`src/sv/ccds_pkg.sv`:
```
// ----------------------------------------------------------------------------
// ccds_pkg
// Shared widths, constants and control types for the clock divider search.
// ----------------------------------------------------------------------------
package ccds_pkg;

	localparam int RATE_W = 29;
	localparam int DIV_W  = 10;
	localparam int FRAC_W = 6;
	// widest dividend: parent * 18 fits in 34 bits
	localparam int NUM_W  = 34;

	localparam logic [FRAC_W-1:0] FRAC_MIN = 6'd18;
	localparam logic [FRAC_W-1:0] FRAC_MAX = 6'd35;

	localparam logic [0:0] REG_PARENT_IS_XTAL = 1'd0;
	localparam logic [0:0] REG_PARENT_RATE    = 1'd1;

	localparam logic [RATE_W-1:0] PARENT_RESET = 29'd480000000;

	// request to the shared divider
	typedef struct packed {
		logic             start;
		logic [NUM_W-1:0] num;
		logic [NUM_W-1:0] den;
	} div_req_t;

	// answer from the shared divider
	typedef struct packed {
		logic             done;
		logic [NUM_W-1:0] quo;
		logic             rem_nz;
	} div_rsp_t;

endpackage

```
`src/sv/ccds_divider.sv`:
```
// ----------------------------------------------------------------------------
// ccds_divider
// Restoring radix-2 divider, one quotient bit per cycle.
// ----------------------------------------------------------------------------
module ccds_divider (
	input  logic              clk,
	input  logic              arst_n,
	input  ccds_pkg::div_req_t req,
	output ccds_pkg::div_rsp_t rsp
);
	import ccds_pkg::*;

	localparam int CNT_W = $clog2(NUM_W + 1);

	logic [NUM_W-1:0] quo_q;
	logic [NUM_W-1:0] den_q;
	logic [NUM_W:0]   rem_q;
	logic [CNT_W-1:0] cnt_q;
	logic             busy_q;
	logic             done_q;
	logic [NUM_W:0]   shl;
	logic [NUM_W:0]   diff;

	// shift in the next dividend bit and try a subtract
	assign shl  = {rem_q[NUM_W-1:0], quo_q[NUM_W-1]};
	assign diff = shl - {1'b0, den_q};

	always_ff @(posedge clk or negedge arst_n) begin
		if (!arst_n) begin
			busy_q <= 1'b0;
			done_q <= 1'b0;
			cnt_q  <= '0;
		end else begin
			done_q <= 1'b0;
			if (req.start) begin
				busy_q <= 1'b1;
				cnt_q  <= CNT_W'(NUM_W);
			end else if (busy_q) begin
				cnt_q <= cnt_q - 1'b1;
				if (cnt_q == CNT_W'(1)) begin
					busy_q <= 1'b0;
					done_q <= 1'b1;
				end
			end
		end
	end

	// datapath holds no reset
	always_ff @(posedge clk) begin
		if (req.start) begin
			quo_q <= req.num;
			den_q <= req.den;
			rem_q <= '0;
		end else if (busy_q) begin
			if (!diff[NUM_W]) begin
				rem_q <= diff;
				quo_q <= {quo_q[NUM_W-2:0], 1'b1};
			end else begin
				rem_q <= shl;
				quo_q <= {quo_q[NUM_W-2:0], 1'b0};
			end
		end
	end

	assign rsp.done   = done_q;
	assign rsp.quo    = quo_q;
	assign rsp.rem_nz = (rem_q != '0);

endmodule

```
`src/sv/ccds_seq.sv`:
```
// ----------------------------------------------------------------------------
// ccds_seq
// Search sequencer: issues divisions, walking the divider range in PLL mode.
// ----------------------------------------------------------------------------
module ccds_seq #(
	parameter int PLL_DIV_LIMIT  = 63,
	parameter int XTAL_DIV_LIMIT = 1023,
	parameter int RATE_SHIFT     = 8
) (
	input  logic                           clk,
	input  logic                           arst_n,
	input  logic                           start,
	input  logic [ccds_pkg::RATE_W-1:0]    rate,
	input  logic                           is_xtal,
	input  logic [ccds_pkg::RATE_W-1:0]    parent,
	output ccds_pkg::div_req_t             req,
	input  ccds_pkg::div_rsp_t             rsp,
	output logic                           done,
	output logic                           status,
	output logic [ccds_pkg::DIV_W-1:0]     divider,
	output logic [ccds_pkg::FRAC_W-1:0]    fraction
);
	import ccds_pkg::*;

	localparam logic [2:0] ST_IDLE  = 3'd0;
	localparam logic [2:0] ST_XDIV  = 3'd1;
	localparam logic [2:0] ST_QDIV  = 3'd2;
	localparam logic [2:0] ST_FDIV  = 3'd3;
	localparam logic [2:0] ST_CDIV  = 3'd4;
	localparam logic [2:0] ST_NEXT  = 3'd5;
	localparam logic [2:0] ST_FIN   = 3'd6;

	logic [2:0]       st_q;
	logic [RATE_W-1:0] r_q;
	logic [RATE_W-1:0] p_q;
	logic [RATE_W-1:0] best_q;
	logic [DIV_W-1:0] d_q;
	logic [DIV_W-1:0] bd_q;
	logic [FRAC_W-1:0] bf_q;
	logic [NUM_W-1:0] f_q;
	logic             ok_q;
	logic             done_q;
	logic [NUM_W-1:0] p18;
	logic [NUM_W-1:0] fup;
	logic [RATE_W-1:0] shortfall;

	assign p18 = NUM_W'(p_q) * NUM_W'(FRAC_MIN);
	assign fup = rsp.quo + NUM_W'(rsp.rem_nz);
	assign shortfall = r_q - rsp.quo[RATE_W-1:0];

	always_ff @(posedge clk or negedge arst_n) begin
		if (!arst_n) begin
			st_q   <= ST_IDLE;
			done_q <= 1'b0;
		end else begin
			done_q <= 1'b0;
			unique case (st_q)
				ST_IDLE: begin
					if (start) begin
						ok_q <= 1'b0;
						if (rate == '0) begin
							st_q <= ST_FIN;
						end else if (is_xtal) begin
							r_q  <= rate;
							p_q  <= parent;
							st_q <= ST_XDIV;
						end else if ((rate >> RATE_SHIFT) == '0) begin
							st_q <= ST_FIN;
						end else begin
							r_q    <= rate >> RATE_SHIFT;
							p_q    <= parent >> RATE_SHIFT;
							best_q <= parent >> RATE_SHIFT;
							d_q    <= DIV_W'(1);
							bd_q   <= DIV_W'(1);
							bf_q   <= FRAC_W'(1);
							st_q   <= ST_QDIV;
						end
					end
				end
				ST_XDIV: begin
					// rounded-up parent / rate
					if (rsp.done) begin
						if (fup != '0 && fup <= NUM_W'(XTAL_DIV_LIMIT)) begin
							ok_q <= 1'b1;
							bd_q <= fup[DIV_W-1:0];
							bf_q <= '0;
						end
						st_q <= ST_FIN;
					end
				end
				ST_QDIV: begin
					// q = p*18/d; then divide q by r, rounding up
					if (rsp.done) begin
						f_q  <= rsp.quo;
						st_q <= ST_FDIV;
					end
				end
				ST_FDIV: begin
					if (rsp.done) begin
						if (fup < NUM_W'(FRAC_MIN) || fup > NUM_W'(FRAC_MAX)) begin
							st_q <= ST_NEXT;
						end else begin
							f_q  <= fup;
							st_q <= ST_CDIV;
						end
					end
				end
				ST_CDIV: begin
					// calc = p*18/(f*d), same as chained floor divides
					if (rsp.done) begin
						st_q <= ST_NEXT;
						if (rsp.quo <= NUM_W'(r_q) && shortfall < best_q) begin
							best_q <= shortfall;
							bd_q   <= d_q;
							bf_q   <= f_q[FRAC_W-1:0];
						end
					end
				end
				ST_NEXT: begin
					if (best_q == '0 || d_q == DIV_W'(PLL_DIV_LIMIT)) begin
						ok_q <= (best_q != p_q);
						st_q <= ST_FIN;
					end else begin
						d_q  <= d_q + 1'b1;
						st_q <= ST_QDIV;
					end
				end
				ST_FIN: begin
					done_q <= 1'b1;
					st_q   <= ST_IDLE;
				end
				default: st_q <= ST_IDLE;
			endcase
		end
	end

	// issue a division on entry to each divide state
	logic [2:0] st_d;
	always_ff @(posedge clk or negedge arst_n) begin
		if (!arst_n) st_d <= ST_IDLE;
		else         st_d <= st_q;
	end

	always_comb begin
		req.start = (st_q != st_d) &&
			(st_q == ST_XDIV || st_q == ST_QDIV || st_q == ST_FDIV || st_q == ST_CDIV);
		req.num = NUM_W'(p_q);
		req.den = NUM_W'(r_q);
		unique case (st_q)
			ST_QDIV: begin
				req.num = p18;
				req.den = NUM_W'(d_q);
			end
			ST_FDIV: begin
				req.num = f_q;
				req.den = NUM_W'(r_q);
			end
			ST_CDIV: begin
				req.num = p18;
				req.den = NUM_W'(f_q[FRAC_W-1:0]) * NUM_W'(d_q);
			end
			default: ;
		endcase
	end

	assign done     = done_q;
	assign status   = !ok_q;
	assign divider  = ok_q ? bd_q : '0;
	assign fraction = ok_q ? bf_q : '0;

endmodule

```
`src/sv/cpu_clock_divider_search_unit.sv`:
```
// ----------------------------------------------------------------------------
// cpu_clock_divider_search_unit
// Finds divider and fractional settings nearest at or below a requested CPU rate.
// ----------------------------------------------------------------------------
// channel | dir | contents
// s_axis  | in  | tdata[28:0] target_rate_hz
// m_axis  | out | tdata[0] status, [10:1] divider, [16:11] fraction
// cfg     | in  | we, idx, wdata (0 parent_is_xtal, 1 parent_rate_hz)
//
// All divisions run on the one shared radix-2 divider. Crystal mode needs
// one division; PLL mode up to three per divider step, up to PLL_DIV_LIMIT
// steps. One word in flight; s_axis_tready drops from accept until the
// result is taken. Reset clears control state and loads the register reset
// values.
module cpu_clock_divider_search_unit #(
	parameter int PLL_DIV_LIMIT  = 63,
	parameter int XTAL_DIV_LIMIT = 1023,
	parameter int RATE_SHIFT     = 8
) (
	input  logic        clk,
	input  logic        arst_n,
	input  logic        s_axis_tvalid,
	output logic        s_axis_tready,
	input  logic [31:0] s_axis_tdata,   // [28:0] target_rate_hz
	output logic        m_axis_tvalid,
	input  logic        m_axis_tready,
	output logic [23:0] m_axis_tdata,   // [0] status, [10:1] divider, [16:11] fraction
	input  logic        cfg_we,
	input  logic        cfg_idx,
	input  logic [28:0] cfg_wdata
);
	import ccds_pkg::*;

	logic              is_xtal_q;
	logic [RATE_W-1:0] parent_q;
	logic              busy_q;
	logic              out_v_q;
	logic [16:0]       out_q;
	div_req_t          req;
	div_rsp_t          rsp;
	logic              sdone;
	logic              st;
	logic [DIV_W-1:0]  dv;
	logic [FRAC_W-1:0] fr;
	logic              acc;

	assign s_axis_tready = !busy_q;
	assign acc = s_axis_tvalid && s_axis_tready;

	// configuration registers
	always_ff @(posedge clk or negedge arst_n) begin
		if (!arst_n) begin
			is_xtal_q <= 1'b0;
			parent_q  <= PARENT_RESET;
		end else if (cfg_we) begin
			if (cfg_idx == REG_PARENT_IS_XTAL) is_xtal_q <= cfg_wdata[0];
			else                               parent_q  <= cfg_wdata;
		end
	end

	ccds_seq #(
		.PLL_DIV_LIMIT (PLL_DIV_LIMIT),
		.XTAL_DIV_LIMIT(XTAL_DIV_LIMIT),
		.RATE_SHIFT    (RATE_SHIFT)
	) u_seq (
		.clk     (clk),
		.arst_n  (arst_n),
		.start   (acc),
		.rate    (s_axis_tdata[RATE_W-1:0]),
		.is_xtal (is_xtal_q),
		.parent  (parent_q),
		.req     (req),
		.rsp     (rsp),
		.done    (sdone),
		.status  (st),
		.divider (dv),
		.fraction(fr)
	);

	ccds_divider u_div (
		.clk   (clk),
		.arst_n(arst_n),
		.req   (req),
		.rsp   (rsp)
	);

	// hold busy until the result word is taken
	always_ff @(posedge clk or negedge arst_n) begin
		if (!arst_n) begin
			busy_q  <= 1'b0;
			out_v_q <= 1'b0;
		end else begin
			if (acc) busy_q <= 1'b1;
			if (sdone) out_v_q <= 1'b1;
			if (out_v_q && m_axis_tready) begin
				out_v_q <= 1'b0;
				busy_q  <= 1'b0;
			end
		end
	end

	always_ff @(posedge clk) begin
		if (sdone) out_q <= {fr, dv, st};
	end

	assign m_axis_tvalid = out_v_q;
	assign m_axis_tdata  = {7'd0, out_q};

	a_valid_busy: assert property (@(posedge clk) disable iff (!arst_n)
		m_axis_tvalid |-> busy_q) else $error("result without request");
	a_done_busy: assert property (@(posedge clk) disable iff (!arst_n)
		sdone |-> (busy_q && !out_v_q)) else $error("search done while idle");
	a_fail_zero: assert property (@(posedge clk) disable iff (!arst_n)
		(m_axis_tvalid && out_q[0]) |-> (out_q[16:1] == '0)) else $error("bad fail word");

endmodule

```
`config.mk`:
```
export PLATFORM = sky130hd
export DESIGN_NAME = cpu_clock_divider_search_unit
export DESIGN_NICKNAME = d
export VERILOG_FILES = /design/src/sv/ccds_pkg.sv /design/src/sv/ccds_divider.sv /design/src/sv/ccds_seq.sv /design/src/sv/cpu_clock_divider_search_unit.sv
export SDC_FILE = /design/constraint.sdc
export NUM_CORES = 1
export LEC_CHECK = 0
export BUFFER_PORTS_ARGS = -buffer_cell sky130_fd_sc_hd__buf_4
export CORE_MARGIN = 2
export CORE_UTILIZATION = 46
export DETAILED_ROUTE_END_ITERATION = 10
export GPL_TIMING_DRIVEN = 0
export PLACE_DENSITY_LB_ADDON = 0.2
export SYNTH_ARGS = -nofsm -noshare
export SYNTH_HDL_FRONTEND = slang
export SYNTH_HIERARCHICAL = 1
export SYNTH_SLANG_ARGS = --single-unit
```
`constraint.sdc`:
```
create_clock -name clk -period 12.3 [get_ports clk]
set_clock_uncertainty 0.1 [all_clocks]
set_input_delay 0.615 -clock clk [delete_from_list [all_inputs] [get_ports clk]]
set_output_delay 0.615 -clock clk [all_outputs]
set_load 0.05 [all_outputs]
```
==> results of run 1 <==
placed cells by master (no fill, tap or decap), drive strengths merged, types with 8 or more instances in the layout:
cell / synthesis / routed
edfxtp: 233 / 233
ha: 201 / 201
inv: 200 / 201
nand2: 198 / 198
nor2: 178 / 178
clkbuf: 83 / 135
buf: 35 / 122
xnor2: 120 / 120
mux2: 120 / 120
a21oi: 116 / 116
o21ai: 109 / 109
and2: 62 / 62
nand3: 51 / 51
a21o: 48 / 48
o22ai: 44 / 44
nand4: 44 / 44
nor3: 43 / 43
xor2: 41 / 41
dfrtp: 37 / 37
nor4: 37 / 37
fa: 36 / 36
dfxtp: 35 / 35
a211oi: 33 / 33
and3: 28 / 28
nor2b: 23 / 23
nand2b: 21 / 21
a31oi: 21 / 21
mux2i: 20 / 20
o21a: 18 / 18
a221oi: 18 / 18
clkinv: 2 / 15
o211ai: 14 / 14
conb: 2 / 12
o21bai: 11 / 11
dfstp: 10 / 10
a311oi: 10 / 10
o31ai: 9 / 9
or3: 8 / 8
or2: 8 / 8
a22oi: 8 / 8
per-stage QoR:
stage	utilization	setup slack, ns
final	0.519	5.80
after global routing	0.519	5.69
after CTS	0.519	5.68
after detailed placement	0.495	5.70
after global placement	0.493	5.15
after floorplan	-	7.06
layout make-up:
class	count	share of cell area
Sequential cell	315	0.335
Inverter	202	0.0286
Timing Repair Buffer	87	0.0273
Clock inverter	17	0.00699
Tap cell	680	0.0321
Multi-Input combinational cell	1802	0.509
Clock buffer	52	0.0388
Buffer	119	0.0223
registers in the layout, summed over array words and instances, names as in the netlist, 3 cells and up:
signal,flops
u_seq/best_q,29
u_seq/f_q,34
u_div/rem_q,35
u_seq/r_q,29
out_q,17
u_div/den_q,34
u_seq/bd_q,10
u_seq/bf_q,6
u_div/cnt_q,6
parent_q,29
u_seq/st_q,3
u_div/quo_q,34
u_seq/st_d,3
u_seq/d_q,10
u_seq/p_q,29
where the power goes:
part	switching (mW)	total (mW)	internal (mW)
clock network	0.474	1.11	0.635
registers	0.234	1.71	1.48
logic	2.01	3.23	1.22
total	2.72	6.05	3.33
cell families after synthesis:
family | after synthesis
AOI/OAI and AO/OA | 528
xor gates and xnor gates | 161
adders and majority gates | 237
buffers and inverters | 321
DFF | 315
muxes | 140
other | 2
and+or+nand+nor | 724
worst paths after layout:
path / startpoint / endpoint / slack (ns) / cells past startpoint
max reg2reg: u_div/quo_q[0]$_DFFE_PP_ / u_seq/bd_q[5]$_DFFE_PP_ / 5.80 / 15
min reg2reg: u_seq/st_q[1]$_DFFE_PN0P_ / u_seq/st_d[1]$_DFF_PN0_ / 0.28 / 0
max: u_div/quo_q[0]$_DFFE_PP_ / u_seq/bd_q[5]$_DFFE_PP_ / 5.80 / 15
min: arst_n / u_div/cnt_q[2]$_DFFE_PN0P_ / 0.006 / 1
max in group asynchronous: arst_n / u_seq/st_d[0]$_DFF_PN0_ / 11.58 / 1
min in group clk: m_axis_tready / busy_q$_DFFE_PN0P_ / 0.12 / 2
routing by layer:
metal / track usage / vias to the layer above / wire length (µm)
met3: 0.0400 / 155 / 4990
li1: - / 9051 / -
met1: 0.380 / 9559 / 32800
met4: 0.142 / 0 / 3970
met2: 0.464 / 724 / 35500
met5: 0 / - / 0
worst max-delay path, stage by stage, from the launching register on:
cell and delay (ns):
sky130_fd_sc_hd__edfxtp_1 0.49, sky130_fd_sc_hd__ha_1 0.28, sky130_fd_sc_hd__fa_1 0.41, sky130_fd_sc_hd__nor2b_1 0.16, sky130_fd_sc_hd__o31a_1 0.20, sky130_fd_sc_hd__o21ai_1 0.17
sky130_fd_sc_hd__o21ai_1 0.52, sky130_fd_sc_hd__a31oi_1 0.36, sky130_fd_sc_hd__o21a_1 0.26, sky130_fd_sc_hd__o311ai_0 0.95, sky130_fd_sc_hd__ha_1 0.41, sky130_fd_sc_hd__nand4_1 0.12
sky130_fd_sc_hd__o2111ai_1 0.13, sky130_fd_sc_hd__a211oi_1 0.26, sky130_fd_sc_hd__and3_1 0.78, sky130_fd_sc_hd__o21bai_2 0.51
==> impl_summary.log, run 1 <==
INFO  metric final_nets = 2869
INFO  metric cts_max_level = 2
INFO  metric rsz0062_at_grt = false
INFO  metric floorplan.die.width = 231 µm
INFO  metric final_hold_viol_count = 0
INFO  metric finalInstanceArea = 26500 µm²
INFO  metric detail-route-antenna-nets = 0
INFO  metric netlist-cell-type-count = around 110
INFO  metric detail_route.iter0.violations = 1883
INFO  metric leakagePower = 11.0 nW
INFO  metric drc = 0
INFO  metric post-synth-top-area-fraction = 0.296
INFO  metric multi_input_area = 13500 µm²
INFO  metric std_cell_rows = 83
INFO  metric holdCritPathClass = input port to asynchronous set/reset pin
INFO  metric finalWirelength = 77.3 mm
INFO  metric dp_cells = 3205
INFO  metric yosys_register_bits = 315
INFO  metric clock_tree.buffer_depth = 3
INFO  metric synth_xor_xnor_area_share = 0.0596
INFO  metric routed_wire_length_per_instance = 23.6 µm
INFO  metric clock_buffer_count_from_cts = 38
INFO  metric syn-cell-area = between 20000 and 25000 µm²
INFO  metric worstSkewPairLatency = 0.58 ns
INFO  metric detailroute.via_count = between 15000 and 20000
INFO  metric synthTopCellsByCount = sky130_fd_sc_hd__edfxtp_1, sky130_fd_sc_hd__ha_1, sky130_fd_sc_hd__inv_1
INFO  metric clockRootBuffer = sky130_fd_sc_hd__clkbuf_16
INFO  metric outcome = completed
INFO  metric insertedDiodeCount = 0
INFO  metric synthFlopType = sky130_fd_sc_hd__edfxtp_1
INFO  metric synth_area_per_cell = 9.75 µm²
INFO  metric max_cap_violations = 0
INFO  metric finalSetupTns = 0 ns
INFO  metric max_slew.worst_pin.slew = 1.40 ns
INFO  metric critPathRequiredTime = 12.40 ns
INFO  metric yosysMostFrequentCell = sky130_fd_sc_hd__edfxtp_1
INFO  metric final_max_slew_viol_count = 0
INFO  metric area_growth = 12.0%
INFO  metric clock_period_minus_worst_slack = 6.50 ns
INFO  metric synth_sequential_area_ratio = 0.376
INFO  metric synth_area_in_compound_gates = 0.149
INFO  metric synth_simple_gate_area_frac = 0.154
INFO  metric gp_congestion = 0.959
INFO  metric max_slew_margin = 0.0645
INFO  metric arrival = 6.60 ns
INFO  metric first_pass_iters = 5
INFO  metric groute.usage.overall = 0.288
INFO  metric post_cts.resized_instances = 0
INFO  metric worst-path-max-fanout = 16
INFO  metric seq_area = 8890 µm²
INFO  metric timing.setup.critical_path_class = register to register
INFO  metric placed_cell_area = 25300 µm²
INFO  metric post_synth_mux_area_share = 0.0672
INFO  metric worstSetupStartpointType = register
INFO  metric layout_worst_path_cycle_share = 0.528
INFO  metric initial_core_util = 0.463
INFO  metric tritoncts = done
INFO  metric fp.dieArea = 53300 µm²
INFO  metric clkTransAtPathRegs = 0.06 ns
INFO  metric fmax = 154 MHz
INFO  metric ys_warn_count = 6
INFO  metric grt_pass1_wl = 116 mm
INFO  metric finish.cell_count_without_fillers = between 3000 and 4000
INFO  metric final.hold.worst_slack = 0.00618 ns
INFO  metric power.ir.vdd_worst = 0.164 mV
INFO  metric grt_antenna_before_repair = 0
INFO  metric finalSetupViolCount = 0
INFO  metric total_power = 6.05 mW
INFO  metric port_buffers = 82
INFO  metric grt_pass1_vias = 19000
INFO  metric pin_count = 93
INFO  metric drive_gt1_frac = 0.136
INFO  metric power_dens_cells = 228 nW/µm²
INFO  metric synth_async_sr_flop_share = 0.149
INFO  metric pin_count_of_the_biggest_net_entering_global_routing = 53
INFO  metric mean_number_of_vias_per_cell = 5.95
INFO  metric top_area_cells_in_the_synthesized_netlist = sky130_fd_sc_hd__edfxtp_1, sky130_fd_sc_hd__ha_1, sky130_fd_sc_hd__mux2_2, sky130_fd_sc_hd__xnor2_1, sky130_fd_sc_hd__dfrtp_1
INFO  metric floorplan.die.height = 231 µm
INFO  metric grt_remaining_overflow = 0
INFO  metric total_half_perimeter_wirelength_after_legalization_and_detailed_placement = 60.6 mm
INFO  metric area_share_of_fa_ha_maj_cells_after_synthesis = 0.137
INFO  metric synth_top_family_by_area = simple AND/OR/NAND/NOR gates
INFO  metric core = 51100 µm²
INFO  metric synth_enable_flop_cells = 233
INFO  metric worst_setup_path_end_kind = register
INFO  metric synth.largest_area_cell = sky130_fd_sc_hd__edfxtp_1
INFO  metric syn-instance-count = 2428
INFO  metric ctsHoldBuffers = 0
INFO  metric fillers = 4733
INFO  metric numClockSinks = 315
INFO  metric cts.repair_timing.setup_buffer_count = 0
No activity file was read; power rests on OpenSTA's default activity.
==> run 2, diff against run 1 <==
--- a/config.mk
+++ b/config.mk
@@ -5,6 +5,7 @@
 export SDC_FILE = /design/constraint.sdc
 export NUM_CORES = 1
 export LEC_CHECK = 0
+export ABC_AREA = 1
 export BUFFER_PORTS_ARGS = -buffer_cell sky130_fd_sc_hd__buf_4
 export CORE_MARGIN = 2
 export CORE_UTILIZATION = 46
==> constraint.sdc (replaced) <==
create_clock -name clk -period 6.28 [get_ports clk]
set_clock_uncertainty 0.1 [all_clocks]
set_input_delay 0.314 -clock clk [delete_from_list [all_inputs] [get_ports clk]]
set_output_delay 0.314 -clock clk [all_outputs]
set_load 0.05 [all_outputs]
==> run 2 against run 1 <==
Compared with the run above: die area is 2.6% higher; sequential share of layout area fell by 1.6 points; register-to-register slack worse by 5.3 ns.
==> impl_summary.log, run 2 <==
INFO  metric finalSetupViolCount = 0 (unchanged)
INFO  metric worst-r2r-setup-slack = 0.46 ns (-5.34 ns)
INFO  metric grt_antenna_before_repair = 1 (+1)
INFO  metric yosysMostFrequentCell = sky130_fd_sc_hd__nand2_1
INFO  metric outcome = completed
INFO  metric detailroute.via_count = 23000 (+18%)
INFO  metric pin_count_of_the_biggest_net_entering_global_routing = 51 (-3.8%)
INFO  metric leakagePower = 13.3 nW (+21%)
INFO  metric floorplan.die.height = 234 µm (+1.3%)
INFO  metric min_from = s_axis_tdata[25]
INFO  metric post_cts.resized_instances = 0 (unchanged)
INFO  metric final_nets = 3752 (+31%)
INFO  metric synthFlopType = sky130_fd_sc_hd__edfxtp_1
INFO  metric gp_congestion = 0.999 (+4.1%)
INFO  metric synth_async_sr_flop_share = 0.149 (unchanged)
INFO  metric worst_setup_path_end_kind = register
INFO  metric power_dens_cells = 496 nW/µm² (+120%)
INFO  metric pre_cts_slack = 0.512 ns (-5.19 ns)
INFO  metric clock_period_minus_worst_slack = 5.82 ns (-0.684 ns)
INFO  metric cts_max_level = 2 (unchanged)
INFO  metric holdCritPathClass = input port to register
INFO  metric fin_ws = 0.464 ns (-5.34 ns)
INFO  metric numClockSinks = 315 (unchanged)
INFO  metric groute.usage.overall = 0.317 (+0.0291)
INFO  metric fmax = 172 MHz (+12%)
INFO  metric rsz0062_at_grt = false
INFO  metric yosys_register_bits = 315 (unchanged)
INFO  metric synth_enable_flop_cells = 233 (unchanged)
INFO  metric timing.rr.end = u_seq/bf_q[3]$_DFFE_PP_
INFO  metric final_common_cell = sky130_fd_sc_hd__nand2_1
INFO  metric pin_count = 93 (unchanged)
INFO  metric clockRootBuffer = sky130_fd_sc_hd__clkbuf_16
INFO  metric synth_sequential_area_ratio = 0.366 (-0.00963)
INFO  metric insertedDiodeCount = 0 (unchanged)
INFO  metric final_max_slew_viol_count = 0 (unchanged)
INFO  metric power.ir.vdd_worst = 0.275 mV (+68%)
INFO  metric most-common-layout-cells = sky130_fd_sc_hd__nand2_1, sky130_fd_sc_hd__inv_1, sky130_fd_sc_hd__o21ai_0
INFO  metric syn-instance-count = 3251 (+34%)
INFO  metric worst-path-max-fanout = 16 (unchanged)
INFO  metric ys_warn_count = 6 (unchanged)
INFO  metric max_slew.worst_pin.slew = 1.39 ns (-0.0113 ns)
INFO  metric fp.dieArea = 54600 µm² (+2.6%)
INFO  metric worstSkewPairLatency = 0.59 ns (about the same)
INFO  metric hold-path-cell-count = 3
INFO  metric critical_path.reg2reg.startpoint = u_div/quo_q[3]$_DFFE_PP_
INFO  metric layout_worst_path_cycle_share = 0.926 (+0.398)
INFO  metric mean_number_of_vias_per_cell = 5.52 (-7.2%)
INFO  metric synthTopCellsByCount = sky130_fd_sc_hd__nand2_1, sky130_fd_sc_hd__inv_1, sky130_fd_sc_hd__o21ai_0
INFO  metric port_buffers = 82 (unchanged)
INFO  metric final.hold.worst_slack = 0.0475 ns (+0.0413 ns)
INFO  metric area_growth = 14.5%
INFO  metric registers.top_by_ff_count = u_div/rem_q
INFO  metric total_half_perimeter_wirelength_after_legalization_and_detailed_placement = 70.0 mm (+16%)
INFO  metric dp_cells = 4039 (+26%)
INFO  metric timing.hold.worst_endpoint = u_seq/r_q[17]$_DFFE_PP_
INFO  metric total_power = 13.8 mW (+130%)
INFO  metric final_hold_viol_count = 0 (unchanged)
INFO  metric std_cell_rows = 84 (+1.2%)
INFO  metric ff2ff_path_depth = 22 (+7)
INFO  metric finalSetupTns = 0 ns (unchanged)
INFO  metric top_area_cells_in_the_synthesized_netlist = sky130_fd_sc_hd__edfxtp_1, sky130_fd_sc_hd__nand2_1, sky130_fd_sc_hd__ha_1, sky130_fd_sc_hd__inv_1, sky130_fd_sc_hd__o21ai_0
INFO  metric floorplan.die.width = 234 µm (+1.3%)
INFO  metric cts.repair_timing.setup_buffer_count = 0 (unchanged)
INFO  metric finish.cell_count_without_fillers = 4166 (+27%)
INFO  metric netlist-cell-type-count = 63 (-41%)
INFO  metric grt_pass1_wl = 130 mm (+12%)
INFO  metric drc = 0 (unchanged)
INFO  metric grt_pass1_vias = 21600 (+13%)
INFO  metric clkTransAtPathRegs = 0.06 ns (about the same)
INFO  metric timing.setup.critical_path_class = register to register
INFO  metric routed_wire_length_per_instance = 20.8 µm (-12%)
INFO  metric clock_tree.buffer_depth = 3 (unchanged)
INFO  metric clock_buffer_count_from_cts = 39 (+2.6%)
INFO  metric synth.largest_area_cell = sky130_fd_sc_hd__edfxtp_1
INFO  metric max_slew_margin = 0.0670 (+0.00246)
INFO  metric detail_route.iter0.violations = 2259 (+20%)
INFO  metric ctsHoldBuffers = 56 (+56)
INFO  metric grt_remaining_overflow = 0 (unchanged)
INFO  metric synth_area_per_cell = 7.47 µm² (-23%)
INFO  metric drive_gt1_frac = 0.0702 (-0.0663)
INFO  metric worstSetupStartpointType = register
INFO  metric syn-cell-area = 24300 µm² (+2.6%)
INFO  metric post-synth-top-area-fraction = 0.288 (-0.00759)
INFO  metric arrival = 5.90 ns (-0.70 ns)
INFO  metric tritoncts = done
INFO  metric critPathRequiredTime = 6.36 ns (-6.04 ns)
INFO  metric max_cap_violations = 0 (unchanged)
INFO  metric initial_core_util = 0.464 (+0.000878)
INFO  metric first_pass_iters = 9 (+4)
INFO  metric largest_register_ff_count = 35 (unchanged)
INFO  metric detail-route-antenna-nets = 0 (unchanged)
INFO  metric core = 52300 µm² (+2.4%)
INFO  metric finalWirelength = 86.6 mm (+12%)
-- run 2: through the flow --
stage / area, µm² / util
global placement: 25800 / 0.493
CTS: 27800 / 0.531
finish: 27800 / 0.531
global route: 27800 / 0.531
detailed placement: 26000 / 0.497
floorplan: 24300 / -
-- run 2: area by class of cell --
cell class              instances  area [µm²]
repair buffers                146        1310
flip-flops and latches        315        8890
clock buffers                  47        1060
fillers                      5128       24500
well taps                     688         861
plain buffers                 102         454
clock inverters                24         206
multi-input cells            2323       13100
inverters                     521        1960
-- run 2: power by group --
part	leakage, nW	total, mW	internal, mW	switching, mW
Sequential	3.07	3.56	3.05	0.503
Combinational	9.58	7.98	2.44	5.54
Clock	0.618	2.25	1.30	0.955
-- run 2: worst max-delay path, stage by stage, from the launching register on --
cell,delay [ns]
sky130_fd_sc_hd__edfxtp_1,0.49
sky130_fd_sc_hd__inv_1,0.28
sky130_fd_sc_hd__ha_1,0.28
sky130_fd_sc_hd__buf_2,0.18
sky130_fd_sc_hd__a21oi_1,0.14
sky130_fd_sc_hd__nand2_1,0.18
sky130_fd_sc_hd__a21oi_1,0.46
sky130_fd_sc_hd__o21ai_1,0.17
sky130_fd_sc_hd__a21oi_1,0.30
sky130_fd_sc_hd__o21ai_1,0.20
sky130_fd_sc_hd__a21oi_1,0.19
sky130_fd_sc_hd__nand2_1,0.09
sky130_fd_sc_hd__and2_1,0.17
sky130_fd_sc_hd__ha_1,0.29
sky130_fd_sc_hd__a21oi_1,0.13
sky130_fd_sc_hd__nor2_1,0.06
sky130_fd_sc_hd__a211oi_1,0.19
sky130_fd_sc_hd__o21ai_0,0.12
sky130_fd_sc_hd__nand2_1,0.07
sky130_fd_sc_hd__nand2_1,0.05
sky130_fd_sc_hd__a31oi_1,0.33
sky130_fd_sc_hd__a21oi_1,0.22
sky130_fd_sc_hd__nor2_2,0.75
-- run 2: worst max path at each step --
stage | from | to | slack [ns] | cells after the start
6_report | u_div/quo_q[3]$_DFFE_PP_ | u_seq/bf_q[3]$_DFFE_PP_ | 0.46 | 22
5_1_grt | u_div/quo_q[3]$_DFFE_PP_ | u_seq/bd_q[6]$_DFFE_PP_ | 0.17 | 22
3_5_place_dp | u_div/quo_q[3]$_DFFE_PP_ | u_seq/bd_q[3]$_DFFE_PP_ | 0.51 | 22
2_1_floorplan | u_seq/st_q[0]$_DFFE_PN0P_ | u_div/quo_q[0]$_DFFE_PP_ | 0.92 | 12
3_3_place_gp | u_seq/st_q[2]$_DFFE_PN0P_ | u_div/quo_q[33]$_DFFE_PP_ | -1.89 | 11
4_1_cts | u_div/quo_q[3]$_DFFE_PP_ | u_seq/bf_q[3]$_DFFE_PP_ | 0.49 | 22
-- run 2: logic make-up (layout without fill, tap and decap cells) --
group / count (synthesis) / count (layout) / share of synthesized area
compound gates: 570 / 570 / 0.130
fa+ha+maj: 237 / 237 / 0.133
xor+xnor: 71 / 71 / 0.0259
flops: 315 / 315 / 0.366
simple gates: 1433 / 1433 / 0.245
other cells: 2 / 12 / 0.000309
buf+inv: 623 / 840 / 0.0992
-- run 2: metal layers --
metal / vias up / global-route usage / routed length [µm]
li1: 11100 / - / -
met5: - / 0 / 0
met3: 137 / 0.0454 / 6460
met2: 940 / 0.495 / 38000
met4: 0 / 0.0882 / 2430
met1: 10900 / 0.458 / 39600
